`src/design/mit_pkg.sv`:
```
// Package for the 4x4 matrix inverse-transpose block: widths, codes, command
// and status structs between controller and datapath, and small helper functions.
// No dependencies; every other design file refers to it by scoped names.
package mit_pkg;

  localparam int ELEM_W      = 32;            // matrix element, signed Q16.16
  localparam int FRAC_BITS   = 16;            // fraction bits of an element
  localparam int ACC_W       = 64;            // Q32.32 working width
  localparam int Q32_SHIFT   = 32 - FRAC_BITS;
  localparam int DIV_STEPS   = ACC_W + FRAC_BITS;
  localparam int DIV_CNT_W   = $clog2(DIV_STEPS);
  localparam int IN_DATA_W   = 40;            // 4 + 32 bits, padded to bytes
  localparam int OUT_DATA_W  = 104;           // 4 + 32 + 64 bits, padded to bytes

  typedef logic [3:0] idx_t;

  localparam idx_t IDX_TRIGGER = 4'd15;       // last element; starts the computation
  localparam idx_t IDX_LAST    = 4'd15;

  localparam logic [ACC_W-1:0] ACC_MAX = {1'b0, {(ACC_W-1){1'b1}}};
  localparam logic [ACC_W-1:0] ACC_MIN = {1'b1, {(ACC_W-1){1'b0}}};

  // Commands from the controller to the datapath, valid in the current cycle.
  typedef struct packed {
    logic in_ready;
    idx_t mem_addr;
    logic x_ld_elem;
    logic x_ld_res;
    logic mul_mag;
    logic mul_lo;
    logic mul_hi;
    logic mul_sum;
    logic mul_fin;
    logic acc_add;
    logic acc_sub;
    logic cof_wr;
    logic det_acc;
    logic cof_clr;
    logic run_clr;
    logic cof_rd;
    logic div_start;
    logic out_ld;
    logic out_sing;
    idx_t k;
  } mit_cmd_t;

  // Status from the datapath back to the controller.
  typedef struct packed {
    logic in_fire;
    logic in_trig;
    logic det_zero;
    logic div_done;
    logic out_free;
  } mit_sts_t;

  typedef struct packed {
    logic [ACC_W-1:0] val;
    logic             sat;
  } sat_t;

  // Saturating 64-bit add or subtract.
  function automatic sat_t sat_addsub(input logic [ACC_W-1:0] a, input logic [ACC_W-1:0] b,
                                      input logic sub);
    logic [ACC_W-1:0] r;
    logic             ovf;
    sat_t             res;
    r   = sub ? (a - b) : (a + b);
    ovf = sub ? ((a[ACC_W-1] != b[ACC_W-1]) && (r[ACC_W-1] != a[ACC_W-1]))
              : ((a[ACC_W-1] == b[ACC_W-1]) && (r[ACC_W-1] != a[ACC_W-1]));
    res.sat = ovf;
    res.val = ovf ? (a[ACC_W-1] ? ACC_MIN : ACC_MAX) : r;
    return res;
  endfunction

  function automatic logic [1:0] mod3(input logic [2:0] v);
    logic [2:0] m;
    m = (v >= 3'd3) ? (v - 3'd3) : v;
    return m[1:0];
  endfunction

  // Element position of factor j (0..2) of Sarrus term t (0..5) for the minor
  // that drops row k[1:0] and column k[3:2]. Terms 0..2 add, 3..5 subtract.
  function automatic idx_t elem_idx(input idx_t k, input logic [2:0] t, input logic [1:0] j);
    logic [1:0] row, col, s, rr, cc, r, c;
    logic       neg;
    row = k[1:0];
    col = k[3:2];
    neg = (t >= 3'd3);
    s   = neg ? 2'(t - 3'd3) : t[1:0];
    rr  = j;
    if (j == 2'd0) begin
      cc = s;
    end else if ((j == 2'd1) != neg) begin
      cc = mod3({1'b0, s} + 3'd1);
    end else begin
      cc = mod3({1'b0, s} + 3'd2);
    end
    r = (rr >= row) ? (rr + 2'd1) : rr;
    c = (cc >= col) ? (cc + 2'd1) : cc;
    return {c, r};
  endfunction

endpackage

```
`src/design/mit_ctrl.sv`:
```
// Controller of the inverse-transpose block: sequences loads, Sarrus products,
// determinant, divisions and result delivery. Uses mit_pkg command and status types.
module mit_ctrl (
  input  logic              clk,
  input  logic              rst_n,
  input  mit_pkg::mit_sts_t sts,
  output mit_pkg::mit_cmd_t cmd
);

  typedef enum logic [18:0] {
    S_IDLE = 19'h00001,
    S_RDA  = 19'h00002,
    S_LDA  = 19'h00004,
    S_MAG  = 19'h00008,
    S_LO   = 19'h00010,
    S_HI   = 19'h00020,
    S_SUM  = 19'h00040,
    S_FIN  = 19'h00080,
    S_RDC  = 19'h00100,
    S_ACC  = 19'h00200,
    S_SIGN = 19'h00400,
    S_DACC = 19'h00800,
    S_NEXT = 19'h01000,
    S_QCHK = 19'h02000,
    S_QRD  = 19'h04000,
    S_QST  = 19'h08000,
    S_QWT  = 19'h10000,
    S_QOUT = 19'h20000,
    S_SING = 19'h40000
  } state_t;

  // Which multiply is in flight: second factor, third factor, determinant term.
  typedef enum logic [2:0] {
    MP_B   = 3'b001,
    MP_C   = 3'b010,
    MP_DET = 3'b100
  } mpass_t;

  state_t        state_r, state_nxt;
  mpass_t        mp_r, mp_nxt;
  mit_pkg::idx_t k_r, k_nxt;
  logic [2:0]    t_r, t_nxt;

  always_ff @(posedge clk) begin
    if (!rst_n) begin
      state_r <= S_IDLE;
      mp_r    <= MP_B;
      k_r     <= '0;
      t_r     <= '0;
    end else begin
      state_r <= state_nxt;
      mp_r    <= mp_nxt;
      k_r     <= k_nxt;
      t_r     <= t_nxt;
    end
  end

  always_comb begin
    state_nxt = state_r;
    mp_nxt    = mp_r;
    k_nxt     = k_r;
    t_nxt     = t_r;
    cmd       = '0;
    cmd.k     = k_r;
    case (state_r)
      S_IDLE: begin
        cmd.in_ready = 1'b1;
        if (sts.in_fire && sts.in_trig) begin
          cmd.run_clr = 1'b1;
          k_nxt       = '0;
          t_nxt       = '0;
          state_nxt   = S_RDA;
        end
      end
      S_RDA: begin
        cmd.mem_addr = mit_pkg::elem_idx(k_r, t_r, 2'd0);
        state_nxt    = S_LDA;
      end
      S_LDA: begin
        cmd.x_ld_elem = 1'b1;
        cmd.mem_addr  = mit_pkg::elem_idx(k_r, t_r, 2'd1);
        mp_nxt        = MP_B;
        state_nxt     = S_MAG;
      end
      S_MAG: begin
        cmd.mul_mag = 1'b1;
        state_nxt   = S_LO;
      end
      S_LO: begin
        cmd.mul_lo = 1'b1;
        state_nxt  = S_HI;
      end
      S_HI: begin
        cmd.mul_hi = 1'b1;
        state_nxt  = S_SUM;
      end
      S_SUM: begin
        cmd.mul_sum = 1'b1;
        state_nxt   = S_FIN;
      end
      S_FIN: begin
        cmd.mul_fin = 1'b1;
        case (mp_r)
          MP_B:    state_nxt = S_RDC;
          MP_C:    state_nxt = S_ACC;
          MP_DET:  state_nxt = S_DACC;
          default: state_nxt = S_IDLE;
        endcase
      end
      S_RDC: begin
        cmd.x_ld_res = 1'b1;
        cmd.mem_addr = mit_pkg::elem_idx(k_r, t_r, 2'd2);
        mp_nxt       = MP_C;
        state_nxt    = S_MAG;
      end
      S_ACC: begin
        cmd.acc_add = (t_r < 3'd3);
        cmd.acc_sub = (t_r >= 3'd3);
        if (t_r == 3'd5) begin
          state_nxt = S_SIGN;
        end else begin
          t_nxt     = t_r + 3'd1;
          state_nxt = S_RDA;
        end
      end
      S_SIGN: begin
        cmd.cof_wr   = 1'b1;
        cmd.mem_addr = k_r;
        if (k_r[3:2] == 2'd0) begin
          mp_nxt    = MP_DET;
          state_nxt = S_MAG;
        end else begin
          state_nxt = S_NEXT;
        end
      end
      S_DACC: begin
        cmd.det_acc = 1'b1;
        state_nxt   = S_NEXT;
      end
      S_NEXT: begin
        cmd.cof_clr = 1'b1;
        t_nxt       = '0;
        if (k_r == mit_pkg::IDX_LAST) begin
          k_nxt     = '0;
          state_nxt = S_QCHK;
        end else begin
          k_nxt     = k_r + 4'd1;
          state_nxt = S_RDA;
        end
      end
      S_QCHK: begin
        state_nxt = sts.det_zero ? S_SING : S_QRD;
      end
      S_QRD: begin
        cmd.cof_rd = 1'b1;
        state_nxt  = S_QST;
      end
      S_QST: begin
        cmd.div_start = 1'b1;
        state_nxt     = S_QWT;
      end
      S_QWT: begin
        if (sts.div_done) begin
          state_nxt = S_QOUT;
        end
      end
      S_QOUT: begin
        if (sts.out_free) begin
          cmd.out_ld = 1'b1;
          if (k_r == mit_pkg::IDX_LAST) begin
            state_nxt = S_IDLE;
          end else begin
            k_nxt     = k_r + 4'd1;
            state_nxt = S_QRD;
          end
        end
      end
      S_SING: begin
        if (sts.out_free) begin
          cmd.out_ld   = 1'b1;
          cmd.out_sing = 1'b1;
          state_nxt    = S_IDLE;
        end
      end
      default: begin
        state_nxt = S_IDLE;
      end
    endcase
  end

endmodule
```
`config.mk`:
```
export PLATFORM = sky130hd
export DESIGN_NAME = mit_ctrl
export DESIGN_NICKNAME = d
export VERILOG_FILES = /design/src/design/mit_pkg.sv /design/src/design/mit_ctrl.sv
export SDC_FILE = /design/constraint.sdc
export NUM_CORES = 1
export LEC_CHECK = 0
export ABC_AREA = 1
export ABC_CLOCK_PERIOD_IN_PS = 3200
export BUFFER_PORTS_ARGS = -buffer_cell sky130_fd_sc_hd__buf_2
export CORE_MARGIN = 5
export CORE_UTILIZATION = 60
export CTS_BUF_LIST = sky130_fd_sc_hd__clkbuf_4
export DETAILED_ROUTE_END_ITERATION = 12
export GPL_ROUTABILITY_DRIVEN = 1
export PLACE_DENSITY = 0.85
export RECOVER_POWER = 50
export SLEW_MARGIN = 20
export SYNTH_ARGS = -nofsm -noshare
export SYNTH_HDL_FRONTEND = slang
export SYNTH_SLANG_ARGS = --single-unit
```
`constraint.sdc`:
```
create_clock -name clk -period 3.2 [get_ports clk]
set_input_delay 0.32 -clock clk [delete_from_list [all_inputs] [get_ports clk]]
set_output_delay 0.32 -clock clk [all_outputs]
set_load 0.02 [all_outputs]
```
==> reports/qor.txt, run 1 <==
Max clock buf depth: 2
Synth Flop Type: dfxtp_1
H-tree levels: 2
Routed Antenna Nets: 0
Die width: 72.4 microns
Synth cell types: 39
CP max FO: 6
CTS Hold Bufs: 0
Share of layout cells above drive strength 1: 21.5%
Initial DRC Count: 151
Hold Path Class: in2reg
Placer Congestion: 0.849
Reg2reg path depth: 8
Vias per cell: 5.31
CTS sink cnt: 29
Avg WL per Cell: 13.3 microns
Worst Clk Skew: 11.0 ps
Max_cap viols: 0
Asr flop ratio synth: 0%
CP startpoint: t_r[0]$_SDFFE_PN0P_
Final setup violation count: 0
Top-count cell post-synth: inv_1
Fin crit period: 2990 ps
Gr ovfl total: 0
Port bufs: 32
Max-slew headroom: 25.8%
DPL Wire Length: 4.42 mm
Initial antenna violation count: 0
Final Max Slew Viols: 0
Yosys top cell area share: 24.9%
Reg2reg start: state_r[9]$_SDFFE_PN0P_
Crit. End Element: output port
Drt pass-1 iters: 7
Final Hold Fails: 0
Synth top area cells: dfxtp_1 (25%), inv_1 (11%), nand2_1 (11%), nor2_1 (6.6%), ha_1 (6.4%)
Fillers: 338
Worst vdd rail ir drop: 626 uV
First-pass GRT wire length: 9.31 mm
Layout area overhead: 12.8%
Clock Latency Late Sink: 350 ps
Number of global-route vias before repair: 2123
Syn avg cell area: 6.45 sq um
N_diodes: 0
Synth warn: 0
Worst Path Required: 2880 ps
Num CTS Buffers: 5
Reg2reg setup slack: 890 ps
Synth area leader: dfxtp_1
Gr usage total: 22.5%
# rows: 22
Pwr per Cell Area: 689 mW/mm^2
F_max: 334 MHz
Core area: 0.00372 sq mm
EDFF count, synth: 0
Final setup margin: 210 ps
Starting density of the core: 62.9%
Final wirelength: 5.94 mm
Most frequent cells after synthesis: inv_1 (71), nand2_1 (67), nor2_1 (41)
Crit path to: cmd[23]
Worst Tran Pin Value: 1110 ps
I/O pin total: 33
Layout Nets: 418
CP startpoint kind: flip-flop
Largest net degree at the start of global routing: 20
# DRC: 0
Arr. time, crit path: 2670 ps
Worst Hold Depth: 3
CP Class: reg2out
Syn nets: 381
Run status: complete, no violations
R2R Path End: state_r[16]$_SDFFE_PN0P_
DR vias: 2378
CTS clk-pin slew, worst paths: 100 ps
Die Span Y: 72.4 microns
Tcrit/Tclk final: 93.4%
CTS tree: built
Overall Power: 1820 uW
Seq/Total Area, Yosys: 24.9%
Leak: 0.00145 uW
Pre-CTS setup slack: 222 ps
Post-Synthesis Cells: 362
Die ar.: 0.00524 sq mm
CTS root buf: clkbuf_4
#FFs+latches synth: 29
Mapped cell area: 0.00234 sq mm
-- worst max-delay path: stages (launching register included) --
cell and delay, ps:
dfxtp_4 370, ha_1 200, ha_1 180, inv_2 100, nand3_4 130, o21ai_4 210
inv_1 60, ha_1 270, o21ai_1 130, nand2_1 110, and2_1 190, nor2_1 120
nor2_1 60, nand2_1 60, buf_4 140
-- repair_timing --
item                                    in CTS  in global routing
endpoints found under the setup margin       2                  2
gates resized for setup                      3                 18
pin swaps                                    0                  5
buffers inserted                             0                  2
-- cell type report --
type	instances	area [sq um]	share of cell area (%)
Timing Repair Buffer	34	173	6.55
Inverter	76	285	10.8
Tap cell	48	60.1	2.28
Multi-Input combinational cell	253	1450	55.1
Clock inverter	2	33.8	1.28
Clock buffer	6	45.0	1.71
Sequential cell	29	586	22.2
-- per-stage QoR --
step / hold WS (ps) / std cells / area [sq um] / util (%) / TNS (ps)
6_report: 299 / 448 / 2640 / 70.9 / 0
5_1_grt: 308 / 448 / 2640 / 70.9 / -6.98
4_1_cts: 288 / 446 / 2610 / 70.3 / 0
3_5_place_dp: 478 / 438 / 2530 / 68.0 / 0
3_3_place_gp: 468 / 438 / 2530 / 68.0 / 0
2_1_floorplan: 451 / 362 / 2340 / - / 0
-- power breakdown --
part / total (uW) / switching [uW] / internal, uW
sequential: 449 / 46.7 / 402
combinational: 1050 / 706 / 348
clock: 313 / 142 / 171
total: 1820 / 894 / 921
-- flip-flops by register name, summed over array words and instances, names as in the netlist --
register / count
t_r: 3
mp_r: 3
state_r: 19
k_r: 4
-- worst min-delay path by stage --
stage                               startpoint                  endpoint  slack, ps
after detailed placement  mp_r[0]$_SDFFE_PN1P_      mp_r[0]$_SDFFE_PN1P_        480
after global routing                    sts[2]  state_r[18]$_SDFFE_PN0P_        310
after global placement    mp_r[1]$_SDFFE_PN0P_      mp_r[1]$_SDFFE_PN0P_        470
final                                   sts[2]  state_r[18]$_SDFFE_PN0P_        300
after CTS                               sts[2]  state_r[18]$_SDFFE_PN0P_        290
after floorplan           mp_r[0]$_SDFFE_PN1P_      mp_r[0]$_SDFFE_PN1P_        450
-- logic make-up after synthesis --
| logic type | count (synthesis) | share of synthesized area (%) |
|---|---|---|
| AOI/OAI and AO/OA | 42 | 11.1 |
| adders and majority gates | 12 | 6.43 |
| xor gates and xnor gates | 1 | 0.375 |
| buffers and inverters | 80 | 13.4 |
| DFF | 29 | 24.9 |
| and+or+nand+nor | 198 | 43.9 |
-- layout by cell type (no fill, tap or decap), types with 3 or more instances in the layout --
cell type	instances
inv_1	70
nand2_1	66
nor2_1	45
nand3_1	31
buf_2	27
dfxtp_1	27
a21oi_1	15
nand2_2	13
nor3_1	13
ha_1	10
o21ai_0	7
clkbuf_4	6
nor4_1	5
inv_2	5
nor2_2	5
o21ai_2	4
o21ai_1	4
nand2_4	4
clkbuf_1	4
nand4_1	3
nand3_2	3
buf_4	3
-- layer usage --
layer	GRT usage (%)	up-vias	routed length (microns)
met4	8.40	0	109
li1	-	1229	-
met5	0	-	0
met3	4.16	12	411
met2	36.5	75	2810
met1	29.6	1062	2610
Power figures use the tool's default switching activity.
==> inputs of run 2 (changes only) <==
--- a/config.mk
+++ b/config.mk
@@ -15,6 +15,7 @@
 export GPL_ROUTABILITY_DRIVEN = 1
 export PLACE_DENSITY = 0.85
 export RECOVER_POWER = 50
+export SETUP_SLACK_MARGIN = 0.3
 export SLEW_MARGIN = 20
 export SYNTH_ARGS = -nofsm -noshare
 export SYNTH_HDL_FRONTEND = slang
==> constraint.sdc (replaced) <==
create_clock -name clk -period 3.2 [get_ports clk]
set_input_delay 0.16 -clock clk [delete_from_list [all_inputs] [get_ports clk]]
set_output_delay 0.16 -clock clk [all_outputs]
set_load 0.02 [all_outputs]
==> run 2 against run 1 <==
Effect of this change:
- count of clock-buffer cells in the layout stayed put
- clock skew is 2.8 ps higher
- setup slack better by 74 ps
- fmax is 2.6% higher
==> reports/qor.txt, run 2 (synthesis gave the netlist of run 1 again) <==
Max_cap viols: 0 (unchanged)
Gr usage total: 22.4% (-0.11 points)
Avg WL per Cell: 14.2 microns (+6.7%)
Core area: 0.00372 sq mm (unchanged)
Port bufs: 32 (unchanged)
Final Hold Fails: 0 (unchanged)
Initial antenna violation count: 0 (unchanged)
CTS tree: built
Largest net degree at the start of global routing: 20 (unchanged)
Crit. End Element: output port
# rows: 22 (unchanged)
RSZ-0062 raised after global routing: no
DPL Wire Length: 4.43 mm (about the same)
Routed Antenna Nets: 0 (unchanged)
Post-Layout Cell Count: 450 (+0.45%)
Most frequent cells in the layout: inv_1 (67), nand2_1 (65), nor2_1 (46)
Most common cell after layout, fill and taps aside: inv_1
Final setup TNS: 0 ps (unchanged)
CP Class: reg2out
Worst vdd rail ir drop: 560 uV (-11%)
Placed Cells: 438 (unchanged)
CP startpoint kind: flip-flop
Final Max Slew Viols: 0 (unchanged)
Fin crit period: 2920 ps (-74.4 ps)
H-tree levels: 2 (unchanged)
Largest regs: state_r x19, k_r x4
Drt pass-1 iters: 7 (unchanged)
Share of layout cells above drive strength 1: 22.6% (+1.1 points)
Die width: 72.4 microns (unchanged)
Layout Nets: 420 (+0.48%)
R2R Path End: state_r[17]$_SDFFE_PN0P_
Run status: complete, no violations
CTS sink cnt: 29 (unchanged)
Number of global-route vias before repair: 2144 (+0.99%)
F_max: 343 MHz (+2.6%)
Area occupied by registers: 587 sq um (+0.21%)
Worst Tran Pin Value: 1100 ps (-16.3 ps)
Max reg flops: 19 (unchanged)
Worst Clk Skew: 13.8 ps (+2.77 ps)
Crit path to: cmd[23]
Die ar.: 0.00524 sq mm (unchanged)
Tcrit/Tclk final: 91.1% (-2.3 points)
First-pass GRT wire length: 9.35 mm (+0.44%)
# DRC: 0 (unchanged)
Hold Path Class: in2reg
Placer Congestion: 0.849 (about the same)
Starting density of the core: 62.9% (unchanged)
CTS clk-pin slew, worst paths: 100 ps (about the same)
Fillers: 326 (-3.6%)
Die Span Y: 72.4 microns (unchanged)
Pwr per Cell Area: 710 mW/mm^2 (+3.0%)
CTS Hold Bufs: 0 (unchanged)
Leak: 0.00144 uW (-0.59%)
Layout area overhead: 13.7%
DR vias: 2496 (+5.0%)
Hold slack: 143 ps (-156 ps)
Max clock buf depth: 2 (unchanged)
Clock Latency Late Sink: 350 ps (about the same)
Reg2reg setup slack: 930 ps (+40 ps)
Largest register by flop count: state_r
Initial DRC Count: 218 (+44%)
I/O pin total: 33 (unchanged)
Worst Path Required: 3040 ps (+160 ps)
Final setup violation count: 0 (unchanged)
Multi-input logic area: 0.00145 sq mm (-0.26%)
Gr ovfl total: 0 (unchanged)
Arr. time, crit path: 2760 ps (+90 ps)
CP startpoint: t_r[0]$_SDFFE_PN0P_
Reg2reg start: state_r[12]$_SDFFE_PN0P_
CP max FO: 5 (-1)
Vias per cell: 5.55 (+4.5%)
Final wirelength: 6.37 mm (+7.2%)
Reg2reg path depth: 8 (unchanged)
Num CTS Buffers: 5 (unchanged)
Final Util: 71.5% (+0.57 points)
Max-slew headroom: 26.9% (+1.1 points)
CTS root buf: clkbuf_4
N_diodes: 0 (unchanged)
-- run 2: changes by cell type in the layout (fill, tap and decap cells not counted), sizes merged --
| cell | previous run | this run |
|---|---|---|
| clkbuf | 10 | 13 |
| buf | 30 | 29 |
-- run 2: worst min-delay path by stage --
stage / slack, ps / depth (start not counted) / endpoint / startpoint
2_1_floorplan: 350 / 2 / state_r[18]$_SDFFE_PN0P_ / sts[2]
3_3_place_gp: 470 / 2 / mp_r[1]$_SDFFE_PN0P_ / mp_r[1]$_SDFFE_PN0P_
3_5_place_dp: 480 / 2 / mp_r[0]$_SDFFE_PN1P_ / mp_r[0]$_SDFFE_PN1P_
4_1_cts: 140 / 3 / state_r[18]$_SDFFE_PN0P_ / sts[2]
5_1_grt: 150 / 3 / state_r[18]$_SDFFE_PN0P_ / sts[2]
6_report: 140 / 3 / state_r[18]$_SDFFE_PN0P_ / sts[2]
-- run 2: timing repair --
item	in CTS	in global routing
pin swaps	0	11
endpoints found under the setup margin	2	2
resized for setup	8	27
setup buffers	0	4
-- run 2: worst max-delay path, cell delays in order, from the launching register on --
cell and delay [ps]:
dfxtp_4 380, ha_1 150, ha_2 190, inv_4 60, nand2_4 100, inv_1 60
o21ai_2 160, inv_1 110, nand2_2 110, nand3_2 100, nand2_2 120, ha_4 210
a211oi_2 250, nor2_1 70, nand3b_1 160, nand2_1 80, buf_6 120
-- run 2: stage by stage --
step	setup slack, ps	power [uW]	instance area [sq um]
after floorplan	733	1320	2340
after global placement	562	1470	2530
after detailed placement	424	1500	2530
after CTS	328	1820	2630
after global routing	175	2020	2660
final	284	1880	2660
-- run 2: power breakdown --
group | switching [uW] | internal, uW
Clock | 140 | 171
Combinational | 744 | 379
Sequential | 47.3 | 403
-- run 2: layout make-up --
class	count	area share, %
repair buffers	36	7.30
multi-input cells	253	54.5
flip-flops and latches	29	22.1
clock buffers	6	1.70
clock inverters	2	1.27
inverters	76	10.8
well taps	48	2.26
-- run 2: routing by layer --
layer	GRT usage, %	vias up	wire (microns)
li1	-	1225	-
met3	4.29	23	559
met1	29.4	1129	2640
met2	37.0	119	3000
met4	6.76	0	168
met5	0	-	0
